<file path="config.mk">
export PLATFORM = sky130hd
export DESIGN_NAME = calendar_date_neighbours_weekday_unit
export DESIGN_NICKNAME = d
export VERILOG_FILES = /design/src/rtl/core/cdnw_pkg.sv /design/src/rtl/core/cdnw_front.sv /design/src/rtl/core/cdnw_queue.sv /design/src/rtl/core/cdnw_back.sv /design/src/rtl/core/calendar_date_neighbours_weekday_unit.sv
export SDC_FILE = /design/constraint.sdc
export NUM_CORES = 1
export LEC_CHECK = 0
export ABC_AREA = 1
export BUFFER_PORTS_ARGS = -buffer_cell sky130_fd_sc_hd__buf_2
export CAP_MARGIN = 20
export CORE_ASPECT_RATIO = 1.2
export CORE_MARGIN = 5
export CORE_UTILIZATION = 50
export CTS_CLUSTER_DIAMETER = 50
export CTS_CLUSTER_SIZE = 14
export DETAILED_ROUTE_END_ITERATION = 7
export PLACE_DENSITY = 0.76
export REMOVE_ABC_BUFFERS = 1
export SKIP_LAST_GASP = 1
export SYNTH_ARGS = -nofsm -noshare
export SYNTH_HDL_FRONTEND = slang
export SYNTH_SLANG_ARGS = --single-unit
</file>
<file path="constraint.sdc">
create_clock -name clock -period 7.5 [get_ports clock]
set_input_delay 1.125 -clock clock [delete_from_list [all_inputs] [get_ports clock]]
set_output_delay 1.125 -clock clock [all_outputs]
set_load 0.02 [all_outputs]
</file>
<file path="src/rtl/core/cdnw_pkg.sv">
// ----------------------------------------------------------------------------
// cdnw_pkg
// Shared types, constants and tables for the calendar date neighbours and
// weekday unit.
// ----------------------------------------------------------------------------
package cdnw_pkg;

   localparam int DayW   = 5;
   localparam int MonthW = 4;
   localparam int YearW  = 14;
   localparam int CentW  = 7;
   localparam int WdayW  = 3;

   localparam int ReqDataW = 24;
   localparam int RspDataW = 56;

   localparam int QueueDepthDefault = 2;

   localparam logic [YearW-1:0] YearMax = YearW'(9999);
   localparam logic [MonthW-1:0] MonthDec = MonthW'(12);
   localparam logic [MonthW-1:0] MonthJan = MonthW'(1);
   localparam logic [MonthW-1:0] MonthFeb = MonthW'(2);
   localparam logic [MonthW-1:0] MonthMar = MonthW'(3);

   // y / 100 as (y * 5243) >> 19, exact for y below 43699
   localparam int DivHundredMul   = 5243;
   localparam int DivHundredShift = 19;
   localparam int Hundred         = 100;

   // x / 7 as (x * 2341) >> 14, exact for the zeller sum range
   localparam int ModSevenMul   = 2341;
   localparam int ModSevenShift = 14;
   localparam int Seven         = 7;

   typedef struct packed {
      logic [DayW-1:0]   day;
      logic [MonthW-1:0] month;
      logic [YearW-1:0]  year;
      logic [YearW-1:0]  year_z;
      logic [CentW-1:0]  cent_y;
      logic [CentW-1:0]  cent_z;
   } entry_type;

   function automatic logic [DayW-1:0] month_len(input logic [MonthW-1:0] m,
                                                 input logic leap);
      logic [DayW-1:0] len;
      case (m)
         4'd1, 4'd3, 4'd5, 4'd7, 4'd8, 4'd10, 4'd12: len = DayW'(31);
         4'd4, 4'd6, 4'd9, 4'd11:                    len = DayW'(30);
         4'd2:                                       len = leap ? DayW'(29) : DayW'(28);
         default:                                    len = '0;
      endcase
      return len;
   endfunction

   // (13 * (m + 1)) / 5 for the shifted month 3..14
   function automatic logic [5:0] zeller_month_term(input logic [MonthW-1:0] m);
      logic [5:0] t;
      case (m)
         4'd3:    t = 6'd10;
         4'd4:    t = 6'd13;
         4'd5:    t = 6'd15;
         4'd6:    t = 6'd18;
         4'd7:    t = 6'd20;
         4'd8:    t = 6'd23;
         4'd9:    t = 6'd26;
         4'd10:   t = 6'd28;
         4'd11:   t = 6'd31;
         4'd12:   t = 6'd33;
         4'd13:   t = 6'd36;
         4'd14:   t = 6'd39;
         default: t = 6'd0;
      endcase
      return t;
   endfunction

endpackage

</file>
<file path="src/rtl/core/cdnw_front.sv">
// ----------------------------------------------------------------------------
// cdnw_front
// Unpacks a date request, shifts january and february into the previous
// year for zeller, and finds the century of both years.
// ----------------------------------------------------------------------------
module cdnw_front (
   input  logic [cdnw_pkg::ReqDataW-1:0] req_tdata,
   output cdnw_pkg::entry_type           entry
);

   localparam int ProdW = cdnw_pkg::YearW + 13;

   logic [cdnw_pkg::DayW-1:0]   day;
   logic [cdnw_pkg::MonthW-1:0] month;
   logic [cdnw_pkg::YearW-1:0]  year;
   logic [cdnw_pkg::YearW-1:0]  year_z;
   logic [ProdW-1:0]            prod_y;
   logic [ProdW-1:0]            prod_z;

   assign day   = req_tdata[4:0];
   assign month = req_tdata[8:5];
   assign year  = req_tdata[22:9];

   assign year_z = (month < cdnw_pkg::MonthMar) ? year - cdnw_pkg::YearW'(1) : year;

   assign prod_y = ProdW'(year) * ProdW'(cdnw_pkg::DivHundredMul);
   assign prod_z = ProdW'(year_z) * ProdW'(cdnw_pkg::DivHundredMul);

   always_comb begin
      entry.day    = day;
      entry.month  = month;
      entry.year   = year;
      entry.year_z = year_z;
      entry.cent_y = prod_y[cdnw_pkg::DivHundredShift +: cdnw_pkg::CentW];
      entry.cent_z = prod_z[cdnw_pkg::DivHundredShift +: cdnw_pkg::CentW];
   end

endmodule

</file>
<file path="src/rtl/core/cdnw_queue.sv">
// ----------------------------------------------------------------------------
// cdnw_queue
// Small fifo between the front and back halves.
// ----------------------------------------------------------------------------
module cdnw_queue #(
   parameter int Depth = cdnw_pkg::QueueDepthDefault
) (
   input  logic                clock,
   input  logic                reset,
   input  logic                push,
   input  cdnw_pkg::entry_type push_entry,
   output logic                full,
   input  logic                pop,
   output logic                not_empty,
   output cdnw_pkg::entry_type head
);

   localparam int IdxW = (Depth > 1) ? $clog2(Depth) : 1;
   localparam int CntW = $clog2(Depth + 1);

   cdnw_pkg::entry_type store_ff [Depth];
   logic [IdxW-1:0] wr_ptr_ff, wr_ptr_in;
   logic [IdxW-1:0] rd_ptr_ff, rd_ptr_in;
   logic [CntW-1:0] count_ff, count_in;

   assign full      = (count_ff == CntW'(Depth));
   assign not_empty = (count_ff != '0);
   assign head      = store_ff[rd_ptr_ff];

   always_comb begin
      wr_ptr_in = wr_ptr_ff;
      rd_ptr_in = rd_ptr_ff;
      count_in  = count_ff;
      if (push) begin
         wr_ptr_in = (wr_ptr_ff == IdxW'(Depth - 1)) ? '0 : wr_ptr_ff + IdxW'(1);
      end
      if (pop) begin
         rd_ptr_in = (rd_ptr_ff == IdxW'(Depth - 1)) ? '0 : rd_ptr_ff + IdxW'(1);
      end
      if (push && !pop) begin
         count_in = count_ff + CntW'(1);
      end else if (pop && !push) begin
         count_in = count_ff - CntW'(1);
      end
   end

   always_ff @(posedge clock) begin
      if (reset) begin
         wr_ptr_ff <= '0;
         rd_ptr_ff <= '0;
         count_ff  <= '0;
      end else begin
         wr_ptr_ff <= wr_ptr_in;
         rd_ptr_ff <= rd_ptr_in;
         count_ff  <= count_in;
      end
   end

   always_ff @(posedge clock) begin
      if (push) begin
         store_ff[wr_ptr_ff] <= push_entry;
      end
   end

`ifndef SYNTHESIS
   a_count_bound: assert property (@(posedge clock) disable iff (reset)
      count_ff <= CntW'(Depth))
      else $error("queue count above depth");

   a_push_full: assert property (@(posedge clock) disable iff (reset)
      (push && !pop) |-> !full)
      else $error("push into full queue");

   a_pop_empty: assert property (@(posedge clock) disable iff (reset)
      pop |-> not_empty)
      else $error("pop from empty queue");

   a_count_step: assert property (@(posedge clock) disable iff (reset)
      (push && !pop) |=> count_ff == $past(count_ff) + CntW'(1))
      else $error("queue count did not advance");
`endif

endmodule

</file>
<file path="src/rtl/core/cdnw_back.sv">
// ----------------------------------------------------------------------------
// cdnw_back
// Checks the date, forms the following and preceding dates and the zeller
// weekday, and holds the response in an output register.
// ----------------------------------------------------------------------------
module cdnw_back (
   input  logic                          clock,
   input  logic                          reset,
   input  logic                          entry_valid,
   input  cdnw_pkg::entry_type           entry,
   output logic                          entry_pop,
   output logic                          rsp_tvalid,
   input  logic                          rsp_tready,
   output logic [cdnw_pkg::RspDataW-1:0] rsp_tdata,
   output logic                          rsp_tuser
);

   localparam int SumW  = 10;
   localparam int ProdW = SumW + 12;

   logic [cdnw_pkg::YearW-1:0]  rem_y;
   logic [cdnw_pkg::YearW-1:0]  rem_z_full;
   logic [cdnw_pkg::CentW-1:0]  rem_z;
   logic                        leap;
   logic [cdnw_pkg::DayW-1:0]   mlen;
   logic                        bad;
   logic [cdnw_pkg::MonthW-1:0] month_z;
   logic [SumW-1:0]             zsum;
   logic [ProdW-1:0]            zprod;
   logic [SumW-1:0]             zquot;
   logic [SumW-1:0]             zrem;

   logic [cdnw_pkg::DayW-1:0]   nd, pd;
   logic [cdnw_pkg::MonthW-1:0] nm, pm;
   logic [cdnw_pkg::YearW-1:0]  ny, py;
   logic [cdnw_pkg::WdayW-1:0]  wd;

   logic                         valid_ff, valid_in;
   logic [cdnw_pkg::DayW-1:0]    nd_ff, pd_ff;
   logic [cdnw_pkg::MonthW-1:0]  nm_ff, pm_ff;
   logic [cdnw_pkg::YearW-1:0]   ny_ff, py_ff;
   logic [cdnw_pkg::WdayW-1:0]   wd_ff;
   logic                         bad_ff;

   assign entry_pop = entry_valid && (!valid_ff || rsp_tready);

   // leap year from the century split
   assign rem_y = entry.year - cdnw_pkg::YearW'(entry.cent_y) *
                  cdnw_pkg::YearW'(cdnw_pkg::Hundred);
   assign leap  = (entry.year[1:0] == 2'b00) &&
                  ((rem_y != '0) || (entry.cent_y[1:0] == 2'b00));
   assign mlen  = cdnw_pkg::month_len(entry.month, leap);

   assign bad = (entry.month == '0) || (entry.month > cdnw_pkg::MonthDec) ||
                (entry.year == '0) || (entry.year > cdnw_pkg::YearMax) ||
                (entry.day == '0) || (entry.day > mlen);

   // zeller congruence
   assign month_z    = (entry.month < cdnw_pkg::MonthMar) ?
                       entry.month + cdnw_pkg::MonthW'(12) : entry.month;
   assign rem_z_full = entry.year_z - cdnw_pkg::YearW'(entry.cent_z) *
                       cdnw_pkg::YearW'(cdnw_pkg::Hundred);
   assign rem_z      = rem_z_full[cdnw_pkg::CentW-1:0];
   assign zsum  = SumW'(entry.day) + SumW'(cdnw_pkg::zeller_month_term(month_z)) +
                  SumW'(rem_z) + SumW'(rem_z >> 2) + SumW'(entry.cent_z >> 2) +
                  SumW'(entry.cent_z) * SumW'(5);
   assign zprod = ProdW'(zsum) * ProdW'(cdnw_pkg::ModSevenMul);
   assign zquot = zprod[cdnw_pkg::ModSevenShift +: SumW];
   assign zrem  = zsum - zquot * SumW'(cdnw_pkg::Seven);
   assign wd    = zrem[cdnw_pkg::WdayW-1:0];

   // following and preceding dates
   always_comb begin
      nd = entry.day + cdnw_pkg::DayW'(1);
      nm = entry.month;
      ny = entry.year;
      if (entry.day == mlen) begin
         nd = cdnw_pkg::DayW'(1);
         if (entry.month == cdnw_pkg::MonthDec) begin
            nm = cdnw_pkg::MonthJan;
            ny = entry.year + cdnw_pkg::YearW'(1);
         end else begin
            nm = entry.month + cdnw_pkg::MonthW'(1);
         end
      end
      pd = entry.day - cdnw_pkg::DayW'(1);
      pm = entry.month;
      py = entry.year;
      if (entry.day == cdnw_pkg::DayW'(1)) begin
         if (entry.month == cdnw_pkg::MonthJan) begin
            pm = cdnw_pkg::MonthDec;
            py = entry.year - cdnw_pkg::YearW'(1);
            pd = cdnw_pkg::DayW'(31);
         end else begin
            pm = entry.month - cdnw_pkg::MonthW'(1);
            pd = cdnw_pkg::month_len(pm, leap);
         end
      end
   end

   always_comb begin
      valid_in = valid_ff;
      if (entry_pop) begin
         valid_in = 1'b1;
      end else if (rsp_tready) begin
         valid_in = 1'b0;
      end
   end

   always_ff @(posedge clock) begin
      if (reset) begin
         valid_ff <= 1'b0;
      end else begin
         valid_ff <= valid_in;
      end
   end

   always_ff @(posedge clock) begin
      if (entry_pop) begin
         bad_ff <= bad;
         nd_ff  <= bad ? '0 : nd;
         nm_ff  <= bad ? '0 : nm;
         ny_ff  <= bad ? '0 : ny;
         pd_ff  <= bad ? '0 : pd;
         pm_ff  <= bad ? '0 : pm;
         py_ff  <= bad ? '0 : py;
         wd_ff  <= bad ? '0 : wd;
      end
   end

   assign rsp_tvalid = valid_ff;
   assign rsp_tuser  = bad_ff;
   assign rsp_tdata  = {7'b0, wd_ff, py_ff, pm_ff, pd_ff, ny_ff, nm_ff, nd_ff};

`ifndef SYNTHESIS
   a_bad_zero: assert property (@(posedge clock) disable iff (reset)
      (valid_ff && bad_ff) |-> (rsp_tdata == '0))
      else $error("invalid date with nonzero fields");

   a_wday_range: assert property (@(posedge clock) disable iff (reset)
      valid_ff |-> (wd_ff <= cdnw_pkg::WdayW'(6)))
      else $error("weekday out of range");

   a_pop_loads: assert property (@(posedge clock) disable iff (reset)
      entry_pop |=> valid_ff)
      else $error("popped entry not presented");

   a_good_days: assert property (@(posedge clock) disable iff (reset)
      (valid_ff && !bad_ff) |-> (nd_ff != '0 && pd_ff != '0))
      else $error("valid date with zero day");
`endif

endmodule

</file>
<file path="src/rtl/core/calendar_date_neighbours_weekday_unit.sv">
// ----------------------------------------------------------------------------
// calendar_date_neighbours_weekday_unit
// Gregorian following date, preceding date and zeller weekday of a date.
// ----------------------------------------------------------------------------
// path: request accept writes the queue, then the pop loads the single back
//   half result register that drives rsp_tvalid; low rsp_tready stalls the pop
// throughput: one request per cycle while rsp_tready is high
// reset: clears the queue pointers and count and the response valid flag
// ----------------------------------------------------------------------------
module calendar_date_neighbours_weekday_unit #(
   parameter int QueueDepth = cdnw_pkg::QueueDepthDefault
) (
   input  logic                          clock,
   input  logic                          reset,
   input  logic                          req_tvalid,
   output logic                          req_tready,
   // day [4:0], month [8:5], year [22:9]
   input  logic [cdnw_pkg::ReqDataW-1:0] req_tdata,
   output logic                          rsp_tvalid,
   input  logic                          rsp_tready,
   // next_day [4:0], next_month [8:5], next_year [22:9], prev_day [27:23],
   // prev_month [31:28], prev_year [45:32], weekday [48:46]
   output logic [cdnw_pkg::RspDataW-1:0] rsp_tdata,
   // invalid [0]
   output logic                          rsp_tuser
);

   cdnw_pkg::entry_type front_entry;
   cdnw_pkg::entry_type head_entry;
   logic                q_full;
   logic                q_not_empty;
   logic                q_pop;
   logic                q_push;

   assign req_tready = !q_full;
   assign q_push     = req_tvalid && !q_full;

   cdnw_front u_front (
      .req_tdata (req_tdata),
      .entry     (front_entry)
   );

   cdnw_queue #(
      .Depth (QueueDepth)
   ) u_queue (
      .clock      (clock),
      .reset      (reset),
      .push       (q_push),
      .push_entry (front_entry),
      .full       (q_full),
      .pop        (q_pop),
      .not_empty  (q_not_empty),
      .head       (head_entry)
   );

   cdnw_back u_back (
      .clock       (clock),
      .reset       (reset),
      .entry_valid (q_not_empty),
      .entry       (head_entry),
      .entry_pop   (q_pop),
      .rsp_tvalid  (rsp_tvalid),
      .rsp_tready  (rsp_tready),
      .rsp_tdata   (rsp_tdata),
      .rsp_tuser   (rsp_tuser)
   );

endmodule
</file>
# Word level (Yosys, flattened, before mapping)
# Memories as Yosys holds them, arrays and structs flattened. A register that Yosys moved wholly into a read port is not among the register bits.
# Index checks and enable logic that the tools add are counted.
op_classes:
  reduce_logical: 30
  mux: 25
  n_mul: 3
  n_addsub: 12
  n_eq_ne: 27
  magnitude_cmp: 4
ops:
  columns: ["operator", "count"]
  rows:
  - ["$mux W14", 5]
  - ["$mul A14 B13 Y26 const B", 2]
  - ["$eq A4 B4 Y1 const B", 10]
  - ["$eq A4 B3 Y1 const B", 8]
  - ["$pmux W5 S3", 2]
  - ["$sub A14 B1 Y14 const B", 2]
  - ["$eq A4 B2 Y1 const B", 4]
  - ["$mux W4", 4]
  - ["$add A14 B1 Y14 const B", 1]
  - ["$gt A14 B14 Y1 const B", 1]
  - ["$logic_not A14 Y1", 1]
  - ["$reduce_bool A14 Y1", 1]
  - ["$reduce_or A7 Y1", 2]
  - ["$sub A14 B14 Y14", 1]
  - ["$mul A7 B5 Y12 const B", 1]
  - ["$mux W1", 10]
  - ["$mux W5", 2]
  - ["$eq A4 B1 Y1 const B", 2]
  - ["$reduce_or A4 Y1", 2]
  - ["$logic_or A1 B1 Y1", 7]
  - ["$reduce_bool A2 Y1", 3]
  - ["$add A5 B1 Y5 const B", 1]
  - ["$eq A5 B1 Y1 const B", 1]
  - ["$eq A5 B5 Y1", 1]
  - ["other kinds (17)", 27]
totals:
  output_inout_bits: 59
  ramBits: 102
  n_memories: 1
  in_bits: 28
  register_bits: 52
memory_table:
  columns: ["memory", "words", "word_bits", "read_ports", "rd_ports_with_merged_regs", "write_ports", "line_no", "source"]
  rows:
  - ["u_queue.store_ff", 2, 51, 1, 1, 1, "cdnw_queue.sv:21", "cdnw_pkg::entry_type store_ff [Depth];"]

# Longest topological paths before layout
# Gate-level depths: netlist of the first run.
logic_depth:
  depth_word: 10
  ltp_mapped: 38

# By module
# From an unflattened synthesis of the first run, not the netlist that was laid out.
unflattened:
  hier_cells: 1814
  hier_area_um2: 16936.2
modules_own_cells:
  columns: ["module", "seq_area_each_um2", "cells_each", "n_inst", "area_each_um2"]
  rows:
  - ["cdnw_front", 0.0, 1073, 1, 8359.3]
  - ["cdnw_back", 1431.4, 546, 1, 4400.5]
  - ["cdnw_queue", 3163.0, 192, 1, 4162.7]
  - ["calendar_date_neighbours_weekday_unit", 0.0, 3, 1, 13.8]

# Worst setup path after synthesis of the first run
# No wires, ideal clock.
synth_timing:
  path_type: "flip-flop to flip-flop"
  start: "register with a tool-made name"
  end: "register u_back.ny_ff[6] (netlist name), data pin"
  stages_incl_launch_ff: 39
  path_slack_ns: 1.764
  n_path_buf: 5
  period_less_slack_ns: 5.736
  t_required_ns: 7.246
  arrival_time_ns: 5.482
  setup_ns: 0.254
  cell_sequence: "dfxtp_1 > buf_6 > inv_6 > clkbuf_1 > or2_2 > o21ai_0 > inv_1 > ha_1 > ha_1 > fa_1 > ha_1 > nand2_1 > o21ai_0 > nand2_1 > nand2_1 > a21oi_1 > xor2_1 > ha_1 > [... 3 more ...] > nand3_1 > inv_1 > nand2_1 > nand2_1 > nor2_1 > nand3_1 > nand3_1 > nand2_1 > ha_1 > nand2_1 > clkbuf_1 > o21ai_0 > nand4_1 > nor2_2 > inv_2 > buf_6 > buf_6 > nor2_1"
synth_lines:
  columns: ["item", "line_no", "source"]
  rows:
  - ["end signal, assigned", "cdnw_back.sv:123", "ny_ff <= bad ? '0 : ny;"]
  - ["end, declared", "cdnw_back.sv:41", "logic [cdnw_pkg::YearW-1:0] ny_ff, py_ff;"]

==> Implementation_results.wiki, run 1 <==
{| class="wikitable"
! Metric !! Value
|-
| Average wire per standard cell || 14.4 um
|-
| Per-cell via count in the routed design || 5.18
|-
| Post-synthesis sequential area ratio || 0.323
|-
| Most frequent cell on the critical path || sky130_fd_sc_hd__nand2_1
|-
| Critical Path RT || 7720 ps
|-
| Detailed-placement wirelength estimate || 17.1 mm
|-
| Last weighted congestion value of the routability-driven placer || 0.900
|-
| Critical path's slowest cell || sky130_fd_sc_hd__fa_1
|-
| Worst Tran Pin Value || 701 ps
|-
| Largest cells by area after synthesis || sky130_fd_sc_hd__edfxtp_1 (31%), sky130_fd_sc_hd__ha_1 (18%), sky130_fd_sc_hd__fa_1 (12%), sky130_fd_sc_hd__inv_1 (7.7%), sky130_fd_sc_hd__nand2_1 (7.5%)
|-
| Via count of the first global-routing pass || 8070
|-
| YS warnings || 0
|-
| Synthesized area || 10300 um^2
|-
| Share of post-route cells with drive strength above 1 || 0.131
|-
| Area fraction in compound gates after synthesis || 0.0638
|-
| FP Rows || 57
|-
| P&R area growth vs syn || 11.5%
|-
| Die height || 167 um
|-
| Fmax || 0.146 GHz
|-
| Kind of end point of the critical path || flip-flop
|-
| Deepest level of the CTS H-tree || 4
|-
| Minimum period implied by the final worst setup slack || 6870 ps
|-
| Vias after detailed routing || 7818
|-
| Initial Utilization || 0.510
|-
| Area leader, netlist || sky130_fd_sc_hd__edfxtp_1
|-
| Pins Over Slew Limit || 0
|-
| DRC viols || 0
|-
| Worst slew margin relative to its limit || 0.528
|-
| Status || finished clean
|-
| GR Util All Layers || 0.191
|-
| Primary flip-flop cell chosen by synthesis mapping || sky130_fd_sc_hd__edfxtp_1
|-
| Count of inserted antenna diode cells || 0
|-
| Critical path data arrival time || 7090 ps
|-
| Cell count after synthesis || 1145
|-
| Clock Skew || 8.23 ps
|-
| Fin Setup TNS || 0 ps
|-
| Largest net degree at the start of global routing || 51
|-
| CP max FO || 38
|-
| Max clock buf depth || 2
|-
| Clock tree from TritonCTS || built
|-
| CTS Root Cell || sky130_fd_sc_hd__clkbuf_16
|-
| Count of final hold-check violations || 0
|-
| Post-detailed-routing wire length || 21.7 mm
|-
| Syn avg cell area || 9.01 um^2
|-
| Main combinational cell family by area after synthesis || adder cells
|-
| Die Footprint || 23600 um^2
|-
| Number of placed I/O pins || 87
|-
| Pre-antenna DRT Iters || 5
|-
| Share of synthesized area spent on multiplexers || 0
|-
| Setup fix buffers added after clock tree synthesis || 0
|-
| Count of flip-flops with a built-in enable after synthesis || 107
|-
| Highest cell delay on the worst timing path || 450 ps
|-
| Adder and majority cell fraction of the synthesized area || 0.305
|-
| Initial antenna violation count || 0
|-
| Flip-flop and latch count after synthesis || 113
|-
| Period utilization || 0.916
|-
| Filler Cell Count || 1746
|-
| Area share of xor/xnor cells in the synthesized design || 0.0331
|-
| Type of the setup path with the least slack || flip-flop to flip-flop
|-
| Count of input and output buffers || 75
|-
| Hold Path Class || flip-flop to flip-flop
|-
| Nature of the critical path startpoint || flip-flop
|-
| Setup repair after global routing missed its margin || no
|-
| Total overflow reported by the global router || 0
|-
| Clock-pin slew on the worst setup and hold paths || 60 ps
|-
| Global-route wire length before repair || 36.9 mm
|-
| Layout net count || 1471
|-
| Count of maximum capacitance violations || 0
|-
| Area fraction of the dominant cell type after synthesis || 0.311
|-
| Library cells used by synthesis || 45
|-
| Setup-failing EPs final || 0
|-
| Die extent in x || 141 um
|-
| Core area || 20300 um^2
|-
| Hold buffers post-CTS || 0
|-
| Number of DRC violations after detailed-routing iteration 0 || 450
|-
| Post-synthesis simple-gate area fraction || 0.177
|-
| Clk_lat worst skew || 420 ps
|-
| Total clock sinks || 113
|-
| Number of buffers created by CTS || 17
|-
| FFs w/ async S/R, synth || 0
|-
| Number of gates given a new drive strength after cts || 0
|-
| Number of routed nets with antenna violations || 0
|}
per-stage QoR:
step	worst slack, ps	util	std cells	hold slack (ps)	instance area [um^2]
after floorplan	1150	-	1132	479	10200
after global placement	971	0.540	1476	494	10900
after detailed placement	790	0.540	1476	508	10900
after CTS	620	0.568	1508	524	11500
after global routing	126	0.568	1508	553	11500
final	630	0.568	1508	520	11500
cell type report:
type	count	area, um^2	area share
clock buffers	18	429	0.0373
inverters	224	846	0.0735
repair buffers	79	405	0.0352
multi-input cells	795	6020	0.523
well taps	265	332	0.0288
clock inverters	14	140	0.0122
flip-flops and latches	113	3330	0.290
state kept, by name (all words and copies together), names as in the netlist, named ones only:
register           flops
u_back.rsp_tuser       1
u_queue.store_ff      60
u_back.ny_ff          14
u_back.pd_ff           5
u_back.nd_ff           5
u_back.nm_ff           4
u_queue.count_ff       2
u_queue.rd_ptr_ff      1
u_back.py_ff          14
u_back.rsp_tvalid      1
u_queue.wr_ptr_ff      1
u_back.pm_ff           4
synthesized netlist by cell type (2+ instances only):
| library cell | number |
|---|---|
| sky130_fd_sc_hd__o22ai_1 | 2 |
| sky130_fd_sc_hd__o21bai_1 | 3 |
| sky130_fd_sc_hd__nand3b_1 | 5 |
| sky130_fd_sc_hd__nor2_2 | 8 |
| sky130_fd_sc_hd__nand2_1 | 207 |
| sky130_fd_sc_hd__xnor2_1 | 7 |
| sky130_fd_sc_hd__a211oi_1 | 5 |
| sky130_fd_sc_hd__a21o_1 | 3 |
| sky130_fd_sc_hd__buf_4 | 11 |
| sky130_fd_sc_hd__o21ai_0 | 34 |
| sky130_fd_sc_hd__inv_1 | 213 |
| sky130_fd_sc_hd__dfxtp_1 | 6 |
| sky130_fd_sc_hd__nor3b_1 | 2 |
| sky130_fd_sc_hd__nor2_1 | 95 |
| sky130_fd_sc_hd__o21ai_2 | 6 |
| sky130_fd_sc_hd__nor3_1 | 13 |
| sky130_fd_sc_hd__clkbuf_1 | 3 |
| sky130_fd_sc_hd__or2_0 | 2 |
| sky130_fd_sc_hd__a31oi_1 | 3 |
| sky130_fd_sc_hd__nor4_1 | 4 |
| sky130_fd_sc_hd__inv_2 | 10 |
| sky130_fd_sc_hd__xor2_1 | 32 |
| sky130_fd_sc_hd__nand3_2 | 2 |
| sky130_fd_sc_hd__nand4_1 | 14 |
| sky130_fd_sc_hd__ha_1 | 149 |
| sky130_fd_sc_hd__buf_6 | 6 |
| sky130_fd_sc_hd__fa_1 | 64 |
| sky130_fd_sc_hd__buf_2 | 2 |
| sky130_fd_sc_hd__or2_2 | 6 |
| sky130_fd_sc_hd__nand3_1 | 38 |
| sky130_fd_sc_hd__edfxtp_1 | 107 |
| sky130_fd_sc_hd__o21a_1 | 2 |
| sky130_fd_sc_hd__a21oi_1 | 55 |
| sky130_fd_sc_hd__nand2_2 | 15 |
kinds of logic after synthesis:
| logic type | count (synthesis) |
|---|---|
| simple gates | 416 |
| buf+inv | 246 |
| fa+ha+maj | 213 |
| compound gates | 117 |
| flops | 113 |
| xor+xnor | 39 |
| other cells | 1 |
final timing paths:
path,slack [ps],start,end,cells after the start
setup reg to reg,630,flip-flop,u_back.nm_ff[0]$_SDFFCE_PP0P_,32
hold reg to reg,520,u_queue.wr_ptr_ff$_SDFFE_PP0P_,u_queue.wr_ptr_ff$_SDFFE_PP0P_,2
hold / removal,520,u_queue.wr_ptr_ff$_SDFFE_PP0P_,u_queue.wr_ptr_ff$_SDFFE_PP0P_,2
setup / recovery,630,flip-flop,u_back.nm_ff[0]$_SDFFCE_PP0P_,32
placed cells by master (no fill, tap or decap), types with 13 or more instances in the layout:
| cell | count |
|---|---|
| sky130_fd_sc_hd__nand3_1 | 38 |
| sky130_fd_sc_hd__fa_1 | 64 |
| sky130_fd_sc_hd__nor3_1 | 13 |
| sky130_fd_sc_hd__a21oi_1 | 54 |
| sky130_fd_sc_hd__clkbuf_16 | 17 |
| sky130_fd_sc_hd__o21ai_0 | 34 |
| sky130_fd_sc_hd__xor2_1 | 32 |
| sky130_fd_sc_hd__buf_2 | 75 |
| sky130_fd_sc_hd__edfxtp_1 | 107 |
| sky130_fd_sc_hd__ha_1 | 149 |
| sky130_fd_sc_hd__inv_1 | 213 |
| sky130_fd_sc_hd__nand4_1 | 14 |
| sky130_fd_sc_hd__nand2_1 | 207 |
| sky130_fd_sc_hd__nand2_2 | 15 |
| sky130_fd_sc_hd__nor2_1 | 93 |
per-layer routing:
layer / share of wire / GRT usage
met3: 0.043 / 0.0285
met5: 0 / 0
met2: 0.53 / 0.352
met1: 0.40 / 0.219
met4: 0.027 / 0.0754
critical path, delay by kind of cell, from the launching register on:
kind	cells	cell delay, ps
AOI/OAI and AO/OA	5	1320
xor gates and xnor gates	1	150
adders and majority gates	6	2050
buffers and inverters	5	850
DFF	1	340
and+or+nand+nor	15	1910
Power of run 1 is left out: the tool's default activity adds up to more than one toggle a clock period on the data nets, which glitch-free logic cannot reach.
==> run 2, diff against run 1 <==
--- a/config.mk
+++ b/config.mk
@@ -6,7 +6,6 @@
 export NUM_CORES = 1
 export LEC_CHECK = 0
 export ABC_AREA = 1
-export BUFFER_PORTS_ARGS = -buffer_cell sky130_fd_sc_hd__buf_2
 export CAP_MARGIN = 20
 export CORE_ASPECT_RATIO = 1.2
 export CORE_MARGIN = 5
@@ -14,7 +13,8 @@
 export CTS_CLUSTER_DIAMETER = 50
 export CTS_CLUSTER_SIZE = 14
 export DETAILED_ROUTE_END_ITERATION = 7
-export PLACE_DENSITY = 0.76
+export DONT_BUFFER_PORTS = 1
+export PLACE_DENSITY = 0.72
 export REMOVE_ABC_BUFFERS = 1
 export SKIP_LAST_GASP = 1
 export SYNTH_ARGS = -nofsm -noshare
==> Implementation_results.wiki, run 2 (synthesis gave the netlist of run 1 again) <==
{| class="wikitable"
! Metric !! Value
|-
| Detailed-placement wirelength estimate || 17.1 mm (about the same)
|-
| Critical path data arrival time || 7090 ps (about the same)
|-
| Max clock buf depth || 2 (unchanged)
|-
| Worst Tran Pin Value || 716 ps (was 701 ps)
|-
| Last weighted congestion value of the routability-driven placer || 0.911 (was 0.900)
|-
| Clock tree from TritonCTS || built (unchanged)
|-
| Largest net degree at the start of global routing || 51 (unchanged)
|-
| Worst r2r path cells || 32 (unchanged)
|-
| Via count of the first global-routing pass || 7671 (was 8070)
|-
| Multi-input combinational cell area || 6020 um^2 (unchanged)
|-
| Total clock sinks || 113 (unchanged)
|-
| Post-detailed-routing wire length || 21.8 mm (was 21.7 mm)
|-
| Critical path's slowest cell || sky130_fd_sc_hd__fa_1 (unchanged)
|-
| P&R area growth vs syn || 7.77% (was 11.5%)
|-
| Fin Setup TNS || 0 ps (unchanged)
|-
| Clk_lat worst skew || 430 ps (was 420 ps)
|-
| Period utilization || 0.915 (was 0.916)
|-
| GR Util All Layers || 0.190 (was 0.191)
|-
| Registers with the most flip-flops || u_queue.store_ff x60, u_back.ny_ff x14, u_back.py_ff x14 (unchanged)
|-
| Worst slew margin relative to its limit || 0.518 (was 0.528)
|-
| Most frequent cell on the critical path || sky130_fd_sc_hd__nand2_1 (unchanged)
|-
| Total overflow reported by the global router || 0 (unchanged)
|-
| CTS Root Cell || sky130_fd_sc_hd__clkbuf_16 (unchanged)
|-
| DP Worst Slack || 760 ps (was 790 ps)
|-
| Hold Path Class || flip-flop to flip-flop (unchanged)
|-
| Number of routed nets with antenna violations || 0 (unchanged)
|-
| Deepest level of the CTS H-tree || 4 (unchanged)
|-
| Global-route wire length before repair || 36.5 mm (was 36.9 mm)
|-
| Layout net count || 1396 (was 1471)
|-
| Count of maximum capacitance violations || 0 (unchanged)
|-
| Number of buffers created by CTS || 17 (unchanged)
|-
| Die extent in x || 141 um (unchanged)
|-
| Hold Crit Depth || 2 (unchanged)
|-
| CP max FO || 38 (unchanged)
|-
| Pins Over Slew Limit || 0 (unchanged)
|-
| Post-layout util || 0.549 (was 0.568)
|-
| FF-to-FF setup slack || 630 ps (about the same)
|-
| Minimum period implied by the final worst setup slack || 6870 ps (about the same)
|-
| Setup repair after global routing missed its margin || no (unchanged)
|-
| Number of DRC violations after detailed-routing iteration 0 || 401 (was 450)
|-
| Status || finished clean (unchanged)
|-
| Die height || 167 um (unchanged)
|-
| Clock-pin slew on the worst setup and hold paths || 60 ps (about the same)
|-
| FP Rows || 57 (unchanged)
|-
| Count of final hold-check violations || 0 (unchanged)
|-
| Non-filler cells in the finished layout || 1433 (was 1508)
|-
| Kind of end point of the critical path || flip-flop (unchanged)
|-
| Initial Utilization || 0.510 (unchanged)
|-
| Clock Skew || 7.44 ps (was 8.23 ps)
|-
| Area taken by flip-flops and latches || 3330 um^2 (unchanged)
|-
| Die Footprint || 23600 um^2 (unchanged)
|-
| Critical Path RT || 7730 ps (was 7720 ps)
|-
| Setup-failing EPs final || 0 (unchanged)
|-
| Commonest non-fill, non-tap cell in the layout || sky130_fd_sc_hd__inv_1 (unchanged)
|-
| Setup fix buffers added after clock tree synthesis || 0 (unchanged)
|-
| DRC viols || 0 (unchanged)
|-
| Post-Place Cells || 1401 (was 1476)
|-
| Worst-case setup margin in the final layout || 634 ps (was 630 ps)
|-
| Count of input and output buffers || 0 (was 75)
|-
| Initial antenna violation count || 0 (unchanged)
|-
| Number of flip-flops in the largest register || 60 (unchanged)
|-
| Filler Cell Count || 1796 (was 1746)
|-
| Vias after detailed routing || 7466 (was 7818)
|-
| Pre-antenna DRT Iters || 5 (unchanged)
|-
| Number of gates given a new drive strength after cts || 0 (unchanged)
|-
| Nature of the critical path startpoint || flip-flop (unchanged)
|-
| Average wire per standard cell || 15.2 um (was 14.4 um)
|-
| Highest cell delay on the worst timing path || 450 ps (about the same)
|-
| Count of inserted antenna diode cells || 0 (unchanged)
|-
| Type of the setup path with the least slack || flip-flop to flip-flop (unchanged)
|-
| Hold buffers post-CTS || 0 (unchanged)
|-
| Number of placed I/O pins || 87 (unchanged)
|-
| Fmax || 0.146 GHz (about the same)
|-
| Per-cell via count in the routed design || 5.21 (was 5.18)
|-
| Core area || 20300 um^2 (unchanged)
|-
| Commonest cells after routing, fill and taps aside || sky130_fd_sc_hd__inv_1 (213), sky130_fd_sc_hd__nand2_1 (207), sky130_fd_sc_hd__ha_1 (149), sky130_fd_sc_hd__edfxtp_1 (107), sky130_fd_sc_hd__nor2_1 (93) (unchanged)
|-
| Share of post-route cells with drive strength above 1 || 0.0779 (was 0.131)
|-
| Reg with most FFs || u_queue.store_ff (unchanged)
|}
==> run 2: cell count changes in the layout (fill, tap and decap cells not counted), sizes merged <==
cell	before	now
buf	79	4
clkinv	5	7
clkinvlp	5	3
inv	226	228
bufinv	2	1
clkbuf	18	17
==> run 2: cell type report <==
class / count / area share
multi-input combinational: 795 / 0.541
tap: 265 / 0.0298
sequential: 113 / 0.300
timing repair buffer: 4 / 0.00270
inverter: 224 / 0.0760
clock buffer: 17 / 0.0382
clock inverter: 15 / 0.0123
==> run 2: worst max-delay path, delay by kind of cell (launching register included) <==
kind                     cells  cell delay, ps
AND/OR/NAND/NOR             15            1970
buffers and inverters        5             830
AO/OA/AOI/OAI                5            1310
flip-flops                   1             350
adder cells (fa/ha/maj)      6            2020
XOR/XNOR                     1             140
==> run 2: final timing paths <==
kind | start | end
max | flip-flop | u_back.nm_ff[0]$_SDFFCE_PP0P_
min reg2reg | u_queue.wr_ptr_ff$_SDFFE_PP0P_ | u_queue.wr_ptr_ff$_SDFFE_PP0P_
min | u_queue.wr_ptr_ff$_SDFFE_PP0P_ | u_queue.wr_ptr_ff$_SDFFE_PP0P_
max reg2reg | flip-flop | u_back.nm_ff[0]$_SDFFCE_PP0P_
==> run 2: layer usage <==
metal | wire [um] | global-route usage | vias up
met3 | 891 | 0.0334 | 39
met1 | 8780 | 0.221 | 3551
met4 | 521 | 0.0691 | 0
met2 | 11600 | 0.348 | 174
li1 | - | - | 3702
met5 | 0 | 0 | -
==> run 2: through the flow <==
stage | hold WS, ps | cell area, um^2
final | 522 | 11100
after global routing | 578 | 11100
after CTS | 522 | 11100
after detailed placement | 507 | 10600
after global placement | 494 | 10600
after floorplan | 479 | 10200
Power of run 2 is left out for the same reason.
